<file path="config.mk">
export PLATFORM = sky130hd
export DESIGN_NAME = periodic_task_tick_scheduler_core
export DESIGN_NICKNAME = d
export VERILOG_FILES = /design/src/rtl/ptts_pkg.sv /design/src/rtl/ptts_ctrl.sv /design/src/rtl/ptts_dp.sv /design/src/rtl/periodic_task_tick_scheduler_core.sv
export SDC_FILE = /design/constraint.sdc
export NUM_CORES = 1
export LEC_CHECK = 0
export BUFFER_PORTS_ARGS = -buffer_cell sky130_fd_sc_hd__buf_2
export CORE_ASPECT_RATIO = 1.4
export CORE_MARGIN = 4
export CORE_UTILIZATION = 56
export DETAILED_ROUTE_END_ITERATION = 10
export PLACE_DENSITY_LB_ADDON = 0.08
export SLEW_MARGIN = 40
export SYNTH_ARGS = -nofsm -noshare
export SYNTH_HDL_FRONTEND = slang
export SYNTH_SLANG_ARGS = --single-unit
</file>
<file path="constraint.sdc">
create_clock -name clock -period 4.35 [get_ports clock]
set_clock_uncertainty 0.15 [all_clocks]
set_input_delay 0.87 -clock clock [delete_from_list [all_inputs] [get_ports clock]]
set_output_delay 0.87 -clock clock [all_outputs]
set_load 0.01 [all_outputs]
</file>
<file path="src/rtl/ptts_pkg.sv">
// ----------------------------------------------------------------------------
// Periodic task tick scheduler package
// Shared operation codes, field widths, controller states and the command and
// status words that pass between the controller and the datapath.
// ----------------------------------------------------------------------------
package ptts_pkg;

   localparam int SLOT_COUNT_DEF = 16;
   localparam int MAX_RESULTS    = 16;

   localparam int OP_W       = 3;
   localparam int SLOT_W     = 8;
   localparam int PERIOD_W   = 16;
   localparam int RSP_SLOT_W = 4;

   typedef enum logic [OP_W-1:0] {
      OP_TICK       = 3'd0,
      OP_REGISTER   = 3'd1,
      OP_UNREGISTER = 3'd2,
      OP_PAUSE      = 3'd3,
      OP_RESUME     = 3'd4
   } op_type;

   typedef enum logic [2:0] {
      ST_IDLE,
      ST_TICK,
      ST_REG,
      ST_SLOT,
      ST_NULL
   } state_type;

   // Commands from the controller to the datapath.
   typedef struct packed {
      logic load;
      logic tick_step;
      logic tick_finish;
      logic reg_step;
      logic slot_apply;
      logic null_reply;
   } cmd_type;

   // Status from the datapath to the controller.
   typedef struct packed {
      logic scan_done;
      logic reg_done;
   } sts_type;

endpackage

</file>
<file path="src/rtl/ptts_ctrl.sv">
// ----------------------------------------------------------------------------
// Periodic task tick scheduler controller
// Dispatches each accepted word to a tick scan, a register search, a single
// slot update or a null reply, and sequences the datapath through it.
// ----------------------------------------------------------------------------
module ptts_ctrl (
   input  logic                               clock,
   input  logic                               reset,
   input  logic                               start,
   input  logic [ptts_pkg::OP_W-1:0]          req_operation,
   input  logic [ptts_pkg::PERIOD_W-1:0]      req_period_ticks,
   input  logic                               req_has_handler,
   input  ptts_pkg::sts_type                  sts,
   output ptts_pkg::cmd_type                  cmd,
   output logic                               busy
);

   ptts_pkg::state_type state_ff;
   ptts_pkg::state_type state_in;
   logic                reg_ok;

   // A register request without a handler or with a zero period is refused
   // before any search starts.
   assign reg_ok = req_has_handler && (req_period_ticks != '0);

   always_comb begin
      state_in = state_ff;
      unique case (state_ff)
         ptts_pkg::ST_IDLE: begin
            if (start) begin
               unique case (ptts_pkg::op_type'(req_operation)) inside
                  ptts_pkg::OP_TICK:
                     state_in = ptts_pkg::ST_TICK;
                  ptts_pkg::OP_REGISTER:
                     state_in = reg_ok ? ptts_pkg::ST_REG : ptts_pkg::ST_NULL;
                  ptts_pkg::OP_UNREGISTER, ptts_pkg::OP_PAUSE, ptts_pkg::OP_RESUME:
                     state_in = ptts_pkg::ST_SLOT;
                  default:
                     state_in = ptts_pkg::ST_NULL;
               endcase
            end
         end
         ptts_pkg::ST_TICK: begin
            if (sts.scan_done) state_in = ptts_pkg::ST_IDLE;
         end
         ptts_pkg::ST_REG: begin
            if (sts.reg_done) state_in = ptts_pkg::ST_IDLE;
         end
         ptts_pkg::ST_SLOT: state_in = ptts_pkg::ST_IDLE;
         ptts_pkg::ST_NULL: state_in = ptts_pkg::ST_IDLE;
         default:           state_in = ptts_pkg::ST_IDLE;
      endcase
   end

   always_comb begin
      cmd  = '0;
      busy = 1'b1;
      unique case (state_ff)
         ptts_pkg::ST_IDLE: begin
            busy     = 1'b0;
            cmd.load = start;
         end
         ptts_pkg::ST_TICK: begin
            cmd.tick_step   = !sts.scan_done;
            cmd.tick_finish = sts.scan_done;
         end
         ptts_pkg::ST_REG:  cmd.reg_step   = 1'b1;
         ptts_pkg::ST_SLOT: cmd.slot_apply = 1'b1;
         ptts_pkg::ST_NULL: cmd.null_reply = 1'b1;
         default:           cmd            = '0;
      endcase
   end

   always_ff @(posedge clock) begin
      if (reset) begin
         state_ff <= ptts_pkg::ST_IDLE;
      end else begin
         state_ff <= state_in;
      end
   end

endmodule

</file>
<file path="src/rtl/ptts_dp.sv">
// ----------------------------------------------------------------------------
// Periodic task tick scheduler datapath
// Holds the slot table, the slot scan counter with its one-stage
// read-modify-write pipe, the pending firing buffer and the result registers.
// ----------------------------------------------------------------------------
module ptts_dp #(
   parameter int SLOT_COUNT = ptts_pkg::SLOT_COUNT_DEF
) (
   input  logic                                clock,
   input  logic                                reset,
   input  ptts_pkg::cmd_type                   cmd,
   input  logic [ptts_pkg::OP_W-1:0]           req_operation,
   input  logic [ptts_pkg::SLOT_W-1:0]         req_slot_number,
   input  logic [ptts_pkg::PERIOD_W-1:0]       req_period_ticks,
   output ptts_pkg::sts_type                   sts,
   output logic                                rsp_strobe,
   output logic                                rsp_fired,
   output logic [ptts_pkg::RSP_SLOT_W-1:0]     rsp_slot_index,
   output logic                                rsp_accepted,
   output logic                                rsp_last_result
);

   localparam int SIDX_W = (SLOT_COUNT > 1) ? $clog2(SLOT_COUNT) : 1;
   localparam int SCAN_W = $clog2(SLOT_COUNT + 1);
   localparam int RPT_W  = $clog2(ptts_pkg::MAX_RESULTS + 1);
   localparam int PW     = ptts_pkg::PERIOD_W;
   localparam int WORD_W = 2 * PW;

   // Table word: period in the upper half, tick counter in the lower half.
   logic [WORD_W-1:0]            mem [SLOT_COUNT];
   logic [WORD_W-1:0]            rd_data_ff;
   logic                         mem_we;
   logic [SIDX_W-1:0]            mem_waddr;
   logic [WORD_W-1:0]            mem_wdata;

   ptts_pkg::op_type             op_ff;
   logic [ptts_pkg::SLOT_W-1:0]  slot_ff;
   logic [PW-1:0]                period_ff;

   logic [SCAN_W-1:0]            scan_ff, scan_in;
   logic                         stage_vld_ff, stage_vld_in;
   logic [SIDX_W-1:0]            stage_idx_ff, stage_idx_in;
   logic                         stage_en_ff, stage_en_in;
   logic                         pend_vld_ff, pend_vld_in;
   logic [SIDX_W-1:0]            pend_idx_ff, pend_idx_in;
   logic [RPT_W-1:0]             reported_ff, reported_in;
   logic [SLOT_COUNT-1:0]        enabled_ff, enabled_in;
   logic [SLOT_COUNT-1:0]        registered_ff, registered_in;

   logic                         emit;
   logic                         emit_fired;
   logic [ptts_pkg::RSP_SLOT_W-1:0] emit_slot;
   logic                         emit_accepted;
   logic                         emit_last;
   logic                         rsp_strobe_ff;
   logic                         rsp_fired_ff;
   logic [ptts_pkg::RSP_SLOT_W-1:0] rsp_slot_index_ff;
   logic                         rsp_accepted_ff;
   logic                         rsp_last_result_ff;

   logic [SIDX_W-1:0]            scan_idx;
   logic                         scan_end;
   logic                         scan_en;
   logic [SIDX_W-1:0]            slot_idx;
   logic                         slot_in_range;
   logic [PW-1:0]                rd_period;
   logic [PW-1:0]                rd_count;
   logic [PW-1:0]                cnt_inc;
   logic                         cnt_hit;

   assign scan_idx      = scan_ff[SIDX_W-1:0];
   assign scan_end      = (scan_ff == SCAN_W'(SLOT_COUNT));
   assign scan_en       = scan_end ? 1'b1 : enabled_ff[scan_idx];
   assign slot_idx      = slot_ff[SIDX_W-1:0];
   assign slot_in_range = (slot_ff < ptts_pkg::SLOT_W'(SLOT_COUNT));
   assign rd_period     = rd_data_ff[WORD_W-1:PW];
   assign rd_count      = rd_data_ff[PW-1:0];
   assign cnt_inc       = rd_count + PW'(1);
   assign cnt_hit       = (cnt_inc >= rd_period);

   assign sts.scan_done = scan_end && !stage_vld_ff;
   assign sts.reg_done  = scan_end || !scan_en;

   always_comb begin
      scan_in       = scan_ff;
      stage_vld_in  = 1'b0;
      stage_idx_in  = stage_idx_ff;
      stage_en_in   = stage_en_ff;
      pend_vld_in   = pend_vld_ff;
      pend_idx_in   = pend_idx_ff;
      reported_in   = reported_ff;
      enabled_in    = enabled_ff;
      registered_in = registered_ff;
      mem_we        = 1'b0;
      mem_waddr     = stage_idx_ff;
      mem_wdata     = {rd_period, cnt_inc};
      emit          = 1'b0;
      emit_fired    = 1'b0;
      emit_slot     = '0;
      emit_accepted = 1'b0;
      emit_last     = 1'b0;

      if (cmd.load) begin
         scan_in     = '0;
         pend_vld_in = 1'b0;
         reported_in = '0;
      end

      if (cmd.tick_step) begin
         if (!scan_end) begin
            stage_vld_in = 1'b1;
            stage_idx_in = scan_idx;
            stage_en_in  = scan_en;
            scan_in      = scan_ff + SCAN_W'(1);
         end
         if (stage_vld_ff && stage_en_ff) begin
            mem_we = 1'b1;
            if (cnt_hit) begin
               mem_wdata = {rd_period, PW'(0)};
               // A firing is held back until the next one is reported so that the final one can
               // carry the last-word mark; firings past the cap go unreported.
               if (reported_ff < RPT_W'(ptts_pkg::MAX_RESULTS)) begin
                  if (pend_vld_ff) begin
                     emit          = 1'b1;
                     emit_fired    = 1'b1;
                     emit_slot     = ptts_pkg::RSP_SLOT_W'(pend_idx_ff);
                     emit_accepted = 1'b1;
                  end
                  pend_vld_in = 1'b1;
                  pend_idx_in = stage_idx_ff;
                  reported_in = reported_ff + RPT_W'(1);
               end
            end
         end
      end

      if (cmd.tick_finish) begin
         emit      = 1'b1;
         emit_last = 1'b1;
         if (pend_vld_ff) begin
            emit_fired    = 1'b1;
            emit_slot     = ptts_pkg::RSP_SLOT_W'(pend_idx_ff);
            emit_accepted = 1'b1;
         end
      end

      if (cmd.reg_step) begin
         if (scan_end) begin
            emit      = 1'b1;
            emit_last = 1'b1;
         end else if (!scan_en) begin
            mem_we                  = 1'b1;
            mem_waddr               = scan_idx;
            mem_wdata               = {period_ff, PW'(0)};
            enabled_in[scan_idx]    = 1'b1;
            registered_in[scan_idx] = 1'b1;
            emit                    = 1'b1;
            emit_slot               = ptts_pkg::RSP_SLOT_W'(scan_idx);
            emit_accepted           = 1'b1;
            emit_last               = 1'b1;
         end else begin
            scan_in = scan_ff + SCAN_W'(1);
         end
      end

      if (cmd.slot_apply) begin
         emit      = 1'b1;
         emit_last = 1'b1;
         if (slot_in_range) begin
            emit_slot = ptts_pkg::RSP_SLOT_W'(slot_ff);
            unique case (op_ff)
               ptts_pkg::OP_UNREGISTER: begin
                  enabled_in[slot_idx]    = 1'b0;
                  registered_in[slot_idx] = 1'b0;
                  emit_accepted           = 1'b1;
               end
               ptts_pkg::OP_PAUSE: begin
                  enabled_in[slot_idx] = 1'b0;
                  emit_accepted        = 1'b1;
               end
               ptts_pkg::OP_RESUME: begin
                  if (registered_ff[slot_idx]) begin
                     enabled_in[slot_idx] = 1'b1;
                     emit_accepted        = 1'b1;
                  end
               end
               default: emit_accepted = 1'b0;
            endcase
         end
      end

      if (cmd.null_reply) begin
         emit      = 1'b1;
         emit_last = 1'b1;
      end
   end

   always_ff @(posedge clock) begin
      if (mem_we) begin
         mem[mem_waddr] <= mem_wdata;
      end
      rd_data_ff <= mem[scan_idx];
   end

   always_ff @(posedge clock) begin
      if (cmd.load) begin
         op_ff     <= ptts_pkg::op_type'(req_operation);
         slot_ff   <= req_slot_number;
         period_ff <= req_period_ticks;
      end
      stage_idx_ff       <= stage_idx_in;
      stage_en_ff        <= stage_en_in;
      pend_idx_ff        <= pend_idx_in;
      rsp_fired_ff       <= emit_fired;
      rsp_slot_index_ff  <= emit_slot;
      rsp_accepted_ff    <= emit_accepted;
      rsp_last_result_ff <= emit_last;
   end

   always_ff @(posedge clock) begin
      if (reset) begin
         scan_ff       <= '0;
         stage_vld_ff  <= 1'b0;
         pend_vld_ff   <= 1'b0;
         reported_ff   <= '0;
         enabled_ff    <= '0;
         registered_ff <= '0;
         rsp_strobe_ff <= 1'b0;
      end else begin
         scan_ff       <= scan_in;
         stage_vld_ff  <= stage_vld_in;
         pend_vld_ff   <= pend_vld_in;
         reported_ff   <= reported_in;
         enabled_ff    <= enabled_in;
         registered_ff <= registered_in;
         rsp_strobe_ff <= emit;
      end
   end

   assign rsp_strobe      = rsp_strobe_ff;
   assign rsp_fired       = rsp_fired_ff;
   assign rsp_slot_index  = rsp_slot_index_ff;
   assign rsp_accepted    = rsp_accepted_ff;
   assign rsp_last_result = rsp_last_result_ff;

   // An enabled slot must always be a registered one.
   a_enabled_registered: assert property (@(posedge clock) disable iff (reset)
      (enabled_ff & ~registered_ff) == '0)
      else $error("enabled slot without registration");

   // A held firing has always been counted against the cap.
   a_pending_counted: assert property (@(posedge clock) disable iff (reset)
      pend_vld_ff |-> (reported_ff != '0))
      else $error("pending firing not counted");

   a_report_cap: assert property (@(posedge clock) disable iff (reset)
      reported_ff <= RPT_W'(ptts_pkg::MAX_RESULTS))
      else $error("firing report count above cap");

   // The final tick word is sent only after the pipe has drained.
   a_finish_drained: assert property (@(posedge clock) disable iff (reset)
      cmd.tick_finish |-> (!stage_vld_ff && scan_end))
      else $error("tick finished with slot still in flight");

   a_last_after_finish: assert property (@(posedge clock) disable iff (reset)
      cmd.tick_finish |=> (rsp_strobe_ff && rsp_last_result_ff))
      else $error("tick finish did not produce a last word");

endmodule

</file>
<file path="src/rtl/periodic_task_tick_scheduler_core.sv">
// A slot operation or refused request gives its word from its ST_SLOT or ST_NULL state,
// and busy falls as that word appears.
// A register search gives its word at the first free slot or table end, one slot per cycle;
// busy falls as that word appears.
// A tick holds busy while it scans and drains, one table read-modify-write per slot per cycle;
// its last word appears as busy falls. Synchronous reset clears slot flags and control.
// ----------------------------------------------------------------------------
// Periodic task tick scheduler core
// Table of periodic task slots with register, unregister, pause, resume and
// tick operations; a tick reports each firing slot, up to MAX_RESULTS, in ascending order.
// ----------------------------------------------------------------------------
module periodic_task_tick_scheduler_core #(
   parameter int SLOT_COUNT = ptts_pkg::SLOT_COUNT_DEF
) (
   input  logic                                clock,
   input  logic                                reset,
   input  logic                                start,
   output logic                                busy,
   input  logic [ptts_pkg::OP_W-1:0]           req_operation,
   input  logic [ptts_pkg::SLOT_W-1:0]         req_slot_number,
   input  logic [ptts_pkg::PERIOD_W-1:0]       req_period_ticks,
   input  logic                                req_has_handler,
   output logic                                rsp_strobe,
   output logic                                rsp_fired,
   output logic [ptts_pkg::RSP_SLOT_W-1:0]     rsp_slot_index,
   output logic                                rsp_accepted,
   output logic                                rsp_last_result
);

   ptts_pkg::cmd_type cmd;
   ptts_pkg::sts_type sts;

   ptts_ctrl u_ctrl (
      .clock            (clock),
      .reset            (reset),
      .start            (start),
      .req_operation    (req_operation),
      .req_period_ticks (req_period_ticks),
      .req_has_handler  (req_has_handler),
      .sts              (sts),
      .cmd              (cmd),
      .busy             (busy)
   );

   ptts_dp #(
      .SLOT_COUNT (SLOT_COUNT)
   ) u_dp (
      .clock            (clock),
      .reset            (reset),
      .cmd              (cmd),
      .req_operation    (req_operation),
      .req_slot_number  (req_slot_number),
      .req_period_ticks (req_period_ticks),
      .sts              (sts),
      .rsp_strobe       (rsp_strobe),
      .rsp_fired        (rsp_fired),
      .rsp_slot_index   (rsp_slot_index),
      .rsp_accepted     (rsp_accepted),
      .rsp_last_result  (rsp_last_result)
   );

endmodule

</file>
==> impl_metrics.env, run 1 <==
export IMPL_fin_crit_ps=3902
export IMPL_async_flop_share_pct=0
export IMPL_avgSynthCellArea_um2=19.18
export IMPL_worst_setup_path_type="flip-flop to flip-flop"
export IMPL_crit_buf_inv=0
export IMPL_post_route_drc_count=0
export IMPL_routed_wl_um=56100
export IMPL_grt_max_degree=136
export IMPL_core_area_um2=43950
export IMPL_grt_pass1_vias=13100
export IMPL_cp_top_family="simple AND/OR/NAND/NOR gates"
export IMPL_slew_headroom_pct=40.81
export IMPL_die_y_um=257.1
export IMPL_required_ps=4720
export IMPL_fmax_ghz=0.2563
export IMPL_drive_above_1_share_pct=28.02
export IMPL_path_clk_slew_ps=60
export IMPL_drt_iter0_markers=1149
export IMPL_peakVddDrop_v=0.0003759
export IMPL_root_buffer="clkbuf_16"
export IMPL_antenna_cells=0
export IMPL_crit_path_end_kind="flip-flop"
export IMPL_clk_latency_ps=590
export IMPL_dp_hpwl_um=32720
export IMPL_critPathMaxStageDelay_ps=570
export IMPL_firstDrtPassIters=5
export IMPL_yosysUniqueCellTypes=62
export IMPL_vias_per_cell=6.352
export IMPL_outcome="complete, no violations"
export IMPL_synth_cells=1294
export IMPL_grt_first_pass_wirelength_um=84170
export IMPL_fp_dieW_um=185.9
export IMPL_r2r_slack_ps=450
export IMPL_htreeDepth=2
export IMPL_cts_resized_gates=0
export IMPL_hold_path_class="input port to flip-flop"
export IMPL_total_power_mw=12.86
export IMPL_maxCapViolations=0
export IMPL_io_pins=40
export IMPL_start_kind="flip-flop"
export IMPL_antenna_found_initial=1
export IMPL_via_count=12700
export IMPL_synthFlopType="edfxtp_1"
export IMPL_worstPathCellList="and4_1 > and3_1 > nand3_1 > nor4_1 > xor2_1 > ha_1 > and4_1 > nand3_1 > o21ai_0 > nand2_1 > a21boi_1 > a41o_1"
export IMPL_synth_seq_cells=635
export IMPL_cts_setup_buffers=0
export IMPL_avgRoutedWirePerCell_um=28.05
export IMPL_fin_util_pct=64.73
export IMPL_arrival_ps=4270
export IMPL_ys_seq_area_share_pct=73.32
export IMPL_gp_congestion=0.8719
export IMPL_postCtsHoldBufs=0
export IMPL_power_density_nw_per_um2=452.1
export IMPL_rows=91
export IMPL_grt_usage_pct=23.86
export IMPL_finalSetupViolCount=0
export IMPL_initial_utilization_pct=56.47
export IMPL_report_final_slew_viol_count=0
export IMPL_reg2reg_to="u_dp.rsp_slot_index[2]$_DFF_P_"
export IMPL_syn_area_um2=24820
export IMPL_synth_area_leaders="edfxtp_1, mux4_2, dfxtp_1, ha_1, nand2_1"
export IMPL_tritoncts="done"
export IMPL_tightest_slew_ps=879.8
export IMPL_synthesis_nets=1347
export IMPL_r2r_cells=12
export IMPL_netlist_top_cells_count="edfxtp_1, mux4_2, dfxtp_1"
export IMPL_yosysTopAreaCell="edfxtp_1"
export IMPL_hold_depth=1
export IMPL_finalCritPeriodShare_pct=89.70
export IMPL_synth_most_common_cell="edfxtp_1"
export IMPL_grt_setup_unrepaired="no"
export IMPL_cts_buffer_depth=3
export IMPL_crit_path_max_fanout=8
export IMPL_hold_slack_ps=305.2
export IMPL_cpMaxStageDelayCell="o21ai_0"
export IMPL_yosysWarnings=0
export IMPL_synth_top_area_share_pct=66.31
export IMPL_synth_edf_count=548
export IMPL_leakage_nw=9.027
export IMPL_numCtsBuffers=57
export IMPL_timing_rr_start="u_dp.rd_data_ff[2]$_DFF_P_"
export IMPL_nets=1446
export IMPL_die_area_um2=47800
export IMPL_holdPathEnd="u_dp.slot_ff[5]$_DFFE_PP_"
export IMPL_hp_start="req_slot_number[5]"
export IMPL_grt_overflow_total=0
export IMPL_final_hold_viol_count=0
export IMPL_antenna_left=0
export IMPL_clock_sinks=635
export IMPL_io_buffers=39
export IMPL_syn2layout_area_growth_pct=14.63
## registers in the layout, indices dropped and copies added, names as in the netlist, 3 cells and up
register             count
u_dp.stage_idx_ff        4
u_dp.enabled_ff         16
u_dp.op_ff               3
u_dp.rd_data_ff         32
u_dp.pend_idx_ff         4
u_dp.registered_ff      16
u_dp.period_ff          16
u_dp.mem               512
u_dp.scan_ff             5
u_dp.slot_ff             8
u_dp.rsp_slot_index      4
u_ctrl.state_ff          3
u_dp.reported_ff         5
## power breakdown
part	internal, mW	switching, mW	leakage (nW)
Sequential	6.75	0.0471	5.67
Clock	3.26	2.17	1.01
Combinational	0.248	0.389	2.35
## final cells by class
type / instances / area, µm²
timing repair buffer: 107 / 1013
clock buffer: 70 / 1558
fill: 3046 / 15500
clock inverter: 38 / 504.2
inverter: 27 / 101.3
multi-input combinational: 565 / 6364
sequential: 635 / 18210
tap: 558 / 698.2
## per-stage QoR
stage,instances,cell area (µm²),setup TNS [ps],setup WS (ps)
final,2000,28450,0,448.1
after global routing,2000,28450,0,139.7
after CTS,1999,28410,0,447.0
after detailed placement,1891,26340,0,497.8
after global placement,1890,26330,0,539.5
after floorplan,1294,24820,-142470,-307.0
## worst max path at each step
stage | start | end | slack (ps) | cells past startpoint
6_report | u_dp.rd_data_ff[2]$_DFF_P_ | u_dp.rsp_slot_index[2]$_DFF_P_ | 450 | 12
2_1_floorplan | u_dp.scan_ff[1]$_SDFF_PP0_ | u_dp.mem[15][0]$_DFFE_PP_ | -310 | 12
3_3_place_gp | u_dp.rd_data_ff[2]$_DFF_P_ | u_dp.mem[2][9]$_DFFE_PP_ | 540 | 13
5_1_grt | u_dp.rd_data_ff[2]$_DFF_P_ | u_dp.rsp_slot_index[2]$_DFF_P_ | 140 | 13
4_1_cts | u_dp.rd_data_ff[2]$_DFF_P_ | u_dp.rsp_slot_index[2]$_DFF_P_ | 450 | 13
3_5_place_dp | u_dp.rd_data_ff[2]$_DFF_P_ | u_dp.rsp_slot_index[2]$_DFF_P_ | 500 | 13
## cells by family after synthesis
group	after synthesis	share of synthesized area, %
AND/OR/NAND/NOR	232	4.709
adder cells (fa/ha/maj)	22	1.109
multiplexers	175	15.59
buffers and inverters	94	1.563
XOR/XNOR	14	0.4940
flip-flops	635	73.32
AO/OA/AOI/OAI	122	3.212
## cells in the final DEF, fill, tap and decap left out, types with 11 or more instances in the layout
| cell type | n |
|---|---|
| a21oi_1 | 37 |
| a31oi_1 | 11 |
| and3_1 | 16 |
| buf_12 | 22 |
| buf_2 | 40 |
| buf_4 | 40 |
| bufinv_16 | 12 |
| clkbuf_16 | 59 |
| clkinv_2 | 12 |
| dfxtp_1 | 83 |
| edfxtp_1 | 548 |
| ha_1 | 22 |
| inv_1 | 27 |
| mux4_2 | 169 |
| nand2_1 | 56 |
| nand2b_1 | 14 |
| nand3_1 | 26 |
| nor2_1 | 36 |
| nor2_4 | 16 |
| nor3_1 | 20 |
| o21ai_0 | 22 |
## per-layer routing
layer  track usage [%]  wire [µm]  part of all wire (%)
met1             32.65      22210                    40
met3             3.196       2823                   5.0
met5                 0          0                     0
met2             39.88      28950                    52
met4             8.343       2111                   3.8
No activity file was read; power rests on OpenSTA's default activity.
==> inputs of run 2 (changes only) <==
==> constraint.sdc (replaced) <==
create_clock -name clock -period 4.35 [get_ports clock]
set_clock_uncertainty 0.15 [all_clocks]
set_input_delay 0.2175 -clock clock [delete_from_list [all_inputs] [get_ports clock]]
set_output_delay 0.2175 -clock clock [all_outputs]
set_load 0.01 [all_outputs]
==> impl_metrics.env, run 2 (synthesis results as in run 1) <==
export IMPL_outcome="complete, no violations"
export IMPL_grt_first_pass_wirelength_um=84330
export IMPL_clock_sinks=635
export IMPL_final_cell_mix="edfxtp_1, mux4_2, dfxtp_1"
export IMPL_syn2layout_area_growth_pct=15.53
export IMPL_worst_setup_path_type="flip-flop to flip-flop"
export IMPL_crit_path_end_kind="flip-flop"
export IMPL_slew_headroom_pct=38.36
export IMPL_cts_buffer_depth=3
export IMPL_finalCritPeriodShare_pct=93.67
export IMPL_report_final_slew_viol_count=0
export IMPL_grt_pass1_vias=13120
export IMPL_p_clk_share_pct=41.4
export IMPL_grt_use_met1_pct=32.53
export IMPL_power_switching_mw=2.616
export IMPL_dp_hpwl_um=32280
export IMPL_io_buffers=39
export IMPL_gp_congestion=0.8105
export IMPL_avgRoutedWirePerCell_um=28.04
export IMPL_finalSetupViolCount=0
export IMPL_power_internal_mw=10.10
export IMPL_vias_per_cell=6.318
export IMPL_drt_iter0_markers=1157
export IMPL_placedCellCount=1884
export IMPL_antenna_left=0
export IMPL_drive_above_1_share_pct=27.33
export IMPL_nets=1471
export IMPL_p_sw_share_pct=20.57
export IMPL_tightest_slew_ps=916.1
export IMPL_clk_latency_ps=610
export IMPL_core_area_um2=43950
export IMPL_largest_register="u_dp.mem"
export IMPL_fin_util_pct=65.24
export IMPL_tritoncts="done"
export IMPL_required_ps=4750
export IMPL_path_clk_slew_ps=60
export IMPL_via_count=12800
export IMPL_final_hold_viol_count=0
export IMPL_grt_overflow_total=0
export IMPL_rows=91
export IMPL_htreeDepth=2
export IMPL_io_pins=40
export IMPL_seqPwrFrac_pct=53.4
export IMPL_final_cells=2026
export IMPL_hold_slack_ps=178.8
export IMPL_fmax_ghz=0.2454
export IMPL_total_power_mw=12.72
export IMPL_die_area_um2=47800
export IMPL_grt_busiest_layer="met2"
export IMPL_top_regs="u_dp.mem x512, u_dp.rd_data_ff x32"
export IMPL_arrival_ps=4480
export IMPL_power_density_nw_per_um2=443.6
export IMPL_antenna_found_initial=1
export IMPL_fp_dieW_um=185.9
export IMPL_crit_path_max_fanout=8
export IMPL_cts_setup_buffers=0
export IMPL_initial_utilization_pct=56.47
export IMPL_maxCapViolations=0
export IMPL_grt_setup_unrepaired="no"
export IMPL_grt_max_degree=92
export IMPL_hold_path_class="input port to flip-flop"
export IMPL_routed_wl_um=56820
export IMPL_grtUsageMet2_pct=41.18
export IMPL_numCtsBuffers=58
export IMPL_root_buffer="clkbuf_16"
export IMPL_die_y_um=257.1
export IMPL_use_met3_pct=3.676
export IMPL_post_route_drc_count=0
export IMPL_grt_usage_pct=24.13
export IMPL_largest_reg_flops=512
export IMPL_mostFrequentLayoutCell="edfxtp_1"
export IMPL_setup_tns_ps=0
export IMPL_peakVddDrop_v=0.0003760
export IMPL_r2r_slack_ps=280
export IMPL_leakage_nw=9.099
export IMPL_p_comb_share_pct=5.2
export IMPL_fin_crit_ps=4075
export IMPL_start_kind="flip-flop"
export IMPL_firstDrtPassIters=6
-- run 2: power by group through the flow --
stage          clock (mW)  sequential [mW]  combinational [mW]
3_3_place_gp            0             6.93               0.623
6_report             5.26             6.80               0.662
5_1_grt              5.62             6.80               0.721
3_5_place_dp            0             6.93               0.642
2_1_floorplan           0             6.91               0.426
4_1_cts              5.36             6.80               0.665
-- run 2: critical path, stage by stage, from the launching register on --
cell,delay (ps)
dfxtp_1,410
and4_1,250
and3_1,260
nand3_1,120
nor2_1,190
nand3_1,120
xnor2_1,170
ha_1,300
and4_1,210
nand3_1,60
o21ai_0,680
nand2_1,370
a21boi_1,480
a41o_1,240
-- run 2: timing repair --
| action | 4_1_cts | 5_1_grt |
|---|---|---|
| gates resized for setup | 0 | 0 |
| hold buffers | 31 | 0 |
| hold endpoints to repair | 54 | 0 |
-- run 2: cell type report --
type,instances,area [µm²]
diodes,1,2.502
clock inverters,34,352.8
repair buffers,131,1271
multi-input cells,565,6386
inverters,27,101.3
well taps,558,698.2
flip-flops and latches,635,18210
fillers,2973,15280
clock buffers,75,1649
-- run 2: metrics by stage --
stage	instance area (µm²)	setup slack (ps)
final	28670	275.4
after global routing	28670	104.0
after CTS	28630	383.2
after detailed placement	26320	421.4
after global placement	26250	444.0
after floorplan	24820	-307.0
-- run 2: worst paths after layout --
check                                         to                         from  cells past startpoint
hold reg to reg      u_dp.pend_vld_ff$_SDFF_PP0_  u_dp.pend_vld_ff$_SDFF_PP0_                      2
setup reg to reg  u_dp.rsp_slot_index[2]$_DFF_P_   u_dp.rd_data_ff[2]$_DFF_P_                     13
hold / removal      u_dp.period_ff[11]$_DFFE_PP_         req_period_ticks[11]                      2
setup / recovery  u_dp.rsp_slot_index[2]$_DFF_P_   u_dp.rd_data_ff[2]$_DFF_P_                     13
-- run 2: per-layer routing --
| metal | share of wire [%] | wire (µm) |
|---|---|---|
| met1 | 40 | 22620 |
| met2 | 53 | 29880 |
| met3 | 4.7 | 2667 |
| met4 | 2.9 | 1633 |
| met5 | 0.014 | 8 |
==> inputs of run 3 (changes only) <==
--- a/config.mk
+++ b/config.mk
@@ -8,7 +8,7 @@
 export BUFFER_PORTS_ARGS = -buffer_cell sky130_fd_sc_hd__buf_2
 export CORE_ASPECT_RATIO = 1.4
 export CORE_MARGIN = 4
-export CORE_UTILIZATION = 56
+export CORE_UTILIZATION = 58
 export DETAILED_ROUTE_END_ITERATION = 10
 export PLACE_DENSITY_LB_ADDON = 0.08
 export SLEW_MARGIN = 40
==> constraint.sdc (replaced) <==
create_clock -name clock -period 4.7 [get_ports clock]
set_clock_uncertainty 0.15 [all_clocks]
set_input_delay 0.235 -clock clock [delete_from_list [all_inputs] [get_ports clock]]
set_output_delay 0.235 -clock clock [all_outputs]
set_load 0.01 [all_outputs]
==> impl_metrics.env, run 3 (synthesis results as in run 1) <==
export IMPL_leakage_nw=9.050
export IMPL_antenna_found_initial=1
export IMPL_outcome="complete, no violations"
export IMPL_numCtsBuffers=57
export IMPL_timing_rr_start="u_dp.rd_data_ff[2]$_DFF_P_"
export IMPL_final_cell_mix="edfxtp_1, mux4_2, dfxtp_1"
export IMPL_tightest_slew_ps=835.3
export IMPL_nets=1477
export IMPL_final_hold_viol_count=0
export IMPL_hp_start="start"
export IMPL_drt_iter0_markers=1156
export IMPL_r2r_cells=11
export IMPL_reg2reg_to="u_dp.mem[9][11]$_DFFE_PP_"
export IMPL_peakVddDrop_v=0.0003601
export IMPL_firstDrtPassIters=6
export IMPL_critPathMaxStageDelay_ps=520
export IMPL_vias_per_cell=6.345
export IMPL_crit_path_end_kind="flip-flop"
export IMPL_worstPathCellList="and4_1 > and3_1 > nand3_1 > nor4_1 > xor2_1 > ha_1 > and4_1 > nand3_1 > o21ai_1 > nand2_1 > and3_1"
export IMPL_grt_first_pass_wirelength_um=86120
export IMPL_crit_path_max_fanout=16
export IMPL_post_route_drc_count=0
export IMPL_cts_buffer_depth=3
export IMPL_syn2layout_area_growth_pct=14.58
export IMPL_initial_utilization_pct=58.80
export IMPL_fmax_ghz=0.2474
export IMPL_top_regs="u_dp.mem x512, u_dp.rd_data_ff x32"
export IMPL_dp_hpwl_um=34050
export IMPL_arrival_ps=4150
export IMPL_fin_crit_ps=4042
export IMPL_seqPwrFrac_pct=54.0
export IMPL_cp_depth=11
export IMPL_slew_headroom_pct=44.31
export IMPL_grt_overflow_total=0
export IMPL_grt_usage_pct=25.12
export IMPL_io_buffers=39
export IMPL_start_kind="flip-flop"
export IMPL_hold_slack_ps=77.00
export IMPL_die_area_um2=46210
export IMPL_report_final_slew_viol_count=0
export IMPL_critPathLaunch="u_dp.rd_data_ff[2]$_DFF_P_"
export IMPL_clk_latency_ps=600
export IMPL_power_density_nw_per_um2=409.7
export IMPL_r2r_slack_ps=660
export IMPL_tritoncts="done"
export IMPL_setup_worst_path_end="u_dp.mem[9][11]$_DFFE_PP_"
export IMPL_required_ps=4810
export IMPL_rows=89
export IMPL_via_count=12800
export IMPL_p_comb_share_pct=5.5
export IMPL_drive_above_1_share_pct=26.78
export IMPL_largest_register="u_dp.mem"
export IMPL_grt_pass1_vias=13330
export IMPL_largest_reg_flops=512
export IMPL_p_sw_share_pct=20.69
export IMPL_power_switching_mw=2.410
export IMPL_die_y_um=252.8
export IMPL_worst_setup_path_type="flip-flop to flip-flop"
export IMPL_io_pins=40
export IMPL_cts_setup_buffers=0
export IMPL_grt_setup_unrepaired="no"
export IMPL_root_buffer="clkbuf_16"
export IMPL_grt_max_degree=74
export IMPL_power_internal_mw=9.240
export IMPL_setup_tns_ps=0
export IMPL_finalCritPeriodShare_pct=86.00
export IMPL_antenna_left=0
export IMPL_gp_congestion=0.8457
export IMPL_crit_buf_inv=0
export IMPL_cpMaxStageDelayCell="and3_1"
export IMPL_p_clk_share_pct=40.5
export IMPL_htreeDepth=2
export IMPL_antenna_cells=0
export IMPL_avgRoutedWirePerCell_um=28.08
export IMPL_routed_wl_um=56640
export IMPL_clock_sinks=635
export IMPL_cp_top_family="simple AND/OR/NAND/NOR gates"
export IMPL_mostFrequentLayoutCell="edfxtp_1"
export IMPL_maxCapViolations=0
export IMPL_hold_path_class="input port to flip-flop"
export IMPL_core_area_um2=42200
export IMPL_fp_dieW_um=182.8
export IMPL_finalSetupViolCount=0
export IMPL_path_clk_slew_ps=60
[run 3: stage by stage]
stage                     utilization [%]  total power, mW  area (µm²)  instances  worst slack, ps
after floorplan                         -            6.786       24820       1294            43.01
after global placement              62.00            7.010       26170       1880            561.5
after detailed placement            62.15            7.033       26230       1882            396.6
after CTS                           67.37            11.74       28430       2017            397.5
after global routing                67.38            12.01       28440       2017            290.4
final                               67.38            11.65       28440       2017            658.1
[run 3: power by group through the flow]
stage | logic [mW] | clock network [mW] | registers [mW]
finish | 0.637 | 4.72 | 6.29
global route | 0.690 | 5.03 | 6.29
CTS | 0.641 | 4.80 | 6.29
detailed placement | 0.620 | 0 | 6.41
global placement | 0.599 | 0 | 6.41
floorplan | 0.395 | 0 | 6.39
[run 3: repair_timing]
item,CTS,global route
setup endpoints to repair,0,0
hold endpoints to repair,47,0
resized for setup,0,0
hold buffers,29,0
[run 3: routing by layer]
metal | wire (µm) | vias up | share of wire, % | global-route usage (%)
li1 | - | 5547 | - | -
met5 | 0 | - | 0 | 0
met3 | 2647 | 83 | 4.7 | 3.153
met1 | 22820 | 6765 | 40 | 34.40
met4 | 1307 | 0 | 2.3 | 6.048
met2 | 29870 | 403 | 53 | 43.86
[run 3: worst min-delay path by stage]
stage	cells past startpoint	endpoint	slack (ps)
finish	3	u_ctrl.state_ff[2]$_SDFFE_PP0P_	80
global route	3	u_ctrl.state_ff[2]$_SDFFE_PP0P_	90
CTS	3	u_ctrl.state_ff[2]$_SDFFE_PP0P_	30
detailed placement	1	u_dp.slot_ff[2]$_DFFE_PP_	260
global placement	1	u_dp.slot_ff[3]$_DFFE_PP_	260
floorplan	0	u_dp.op_ff[0]$_DFFE_PP_	180
[run 3: worst min-delay path, delay by kind of cell]
family	cells	cell delay [ps]
simple gates	2	420
buf+inv	1	100
[run 3: cell type report]
type	instances	area (µm²)
Clock inverter	29	329.1
Fill cell	2765	13770
Inverter	27	101.3
Multi-Input combinational cell	565	6352
Tap cell	546	683.2
Timing Repair Buffer	138	1177
Sequential cell	635	18210
Clock buffer	77	1583
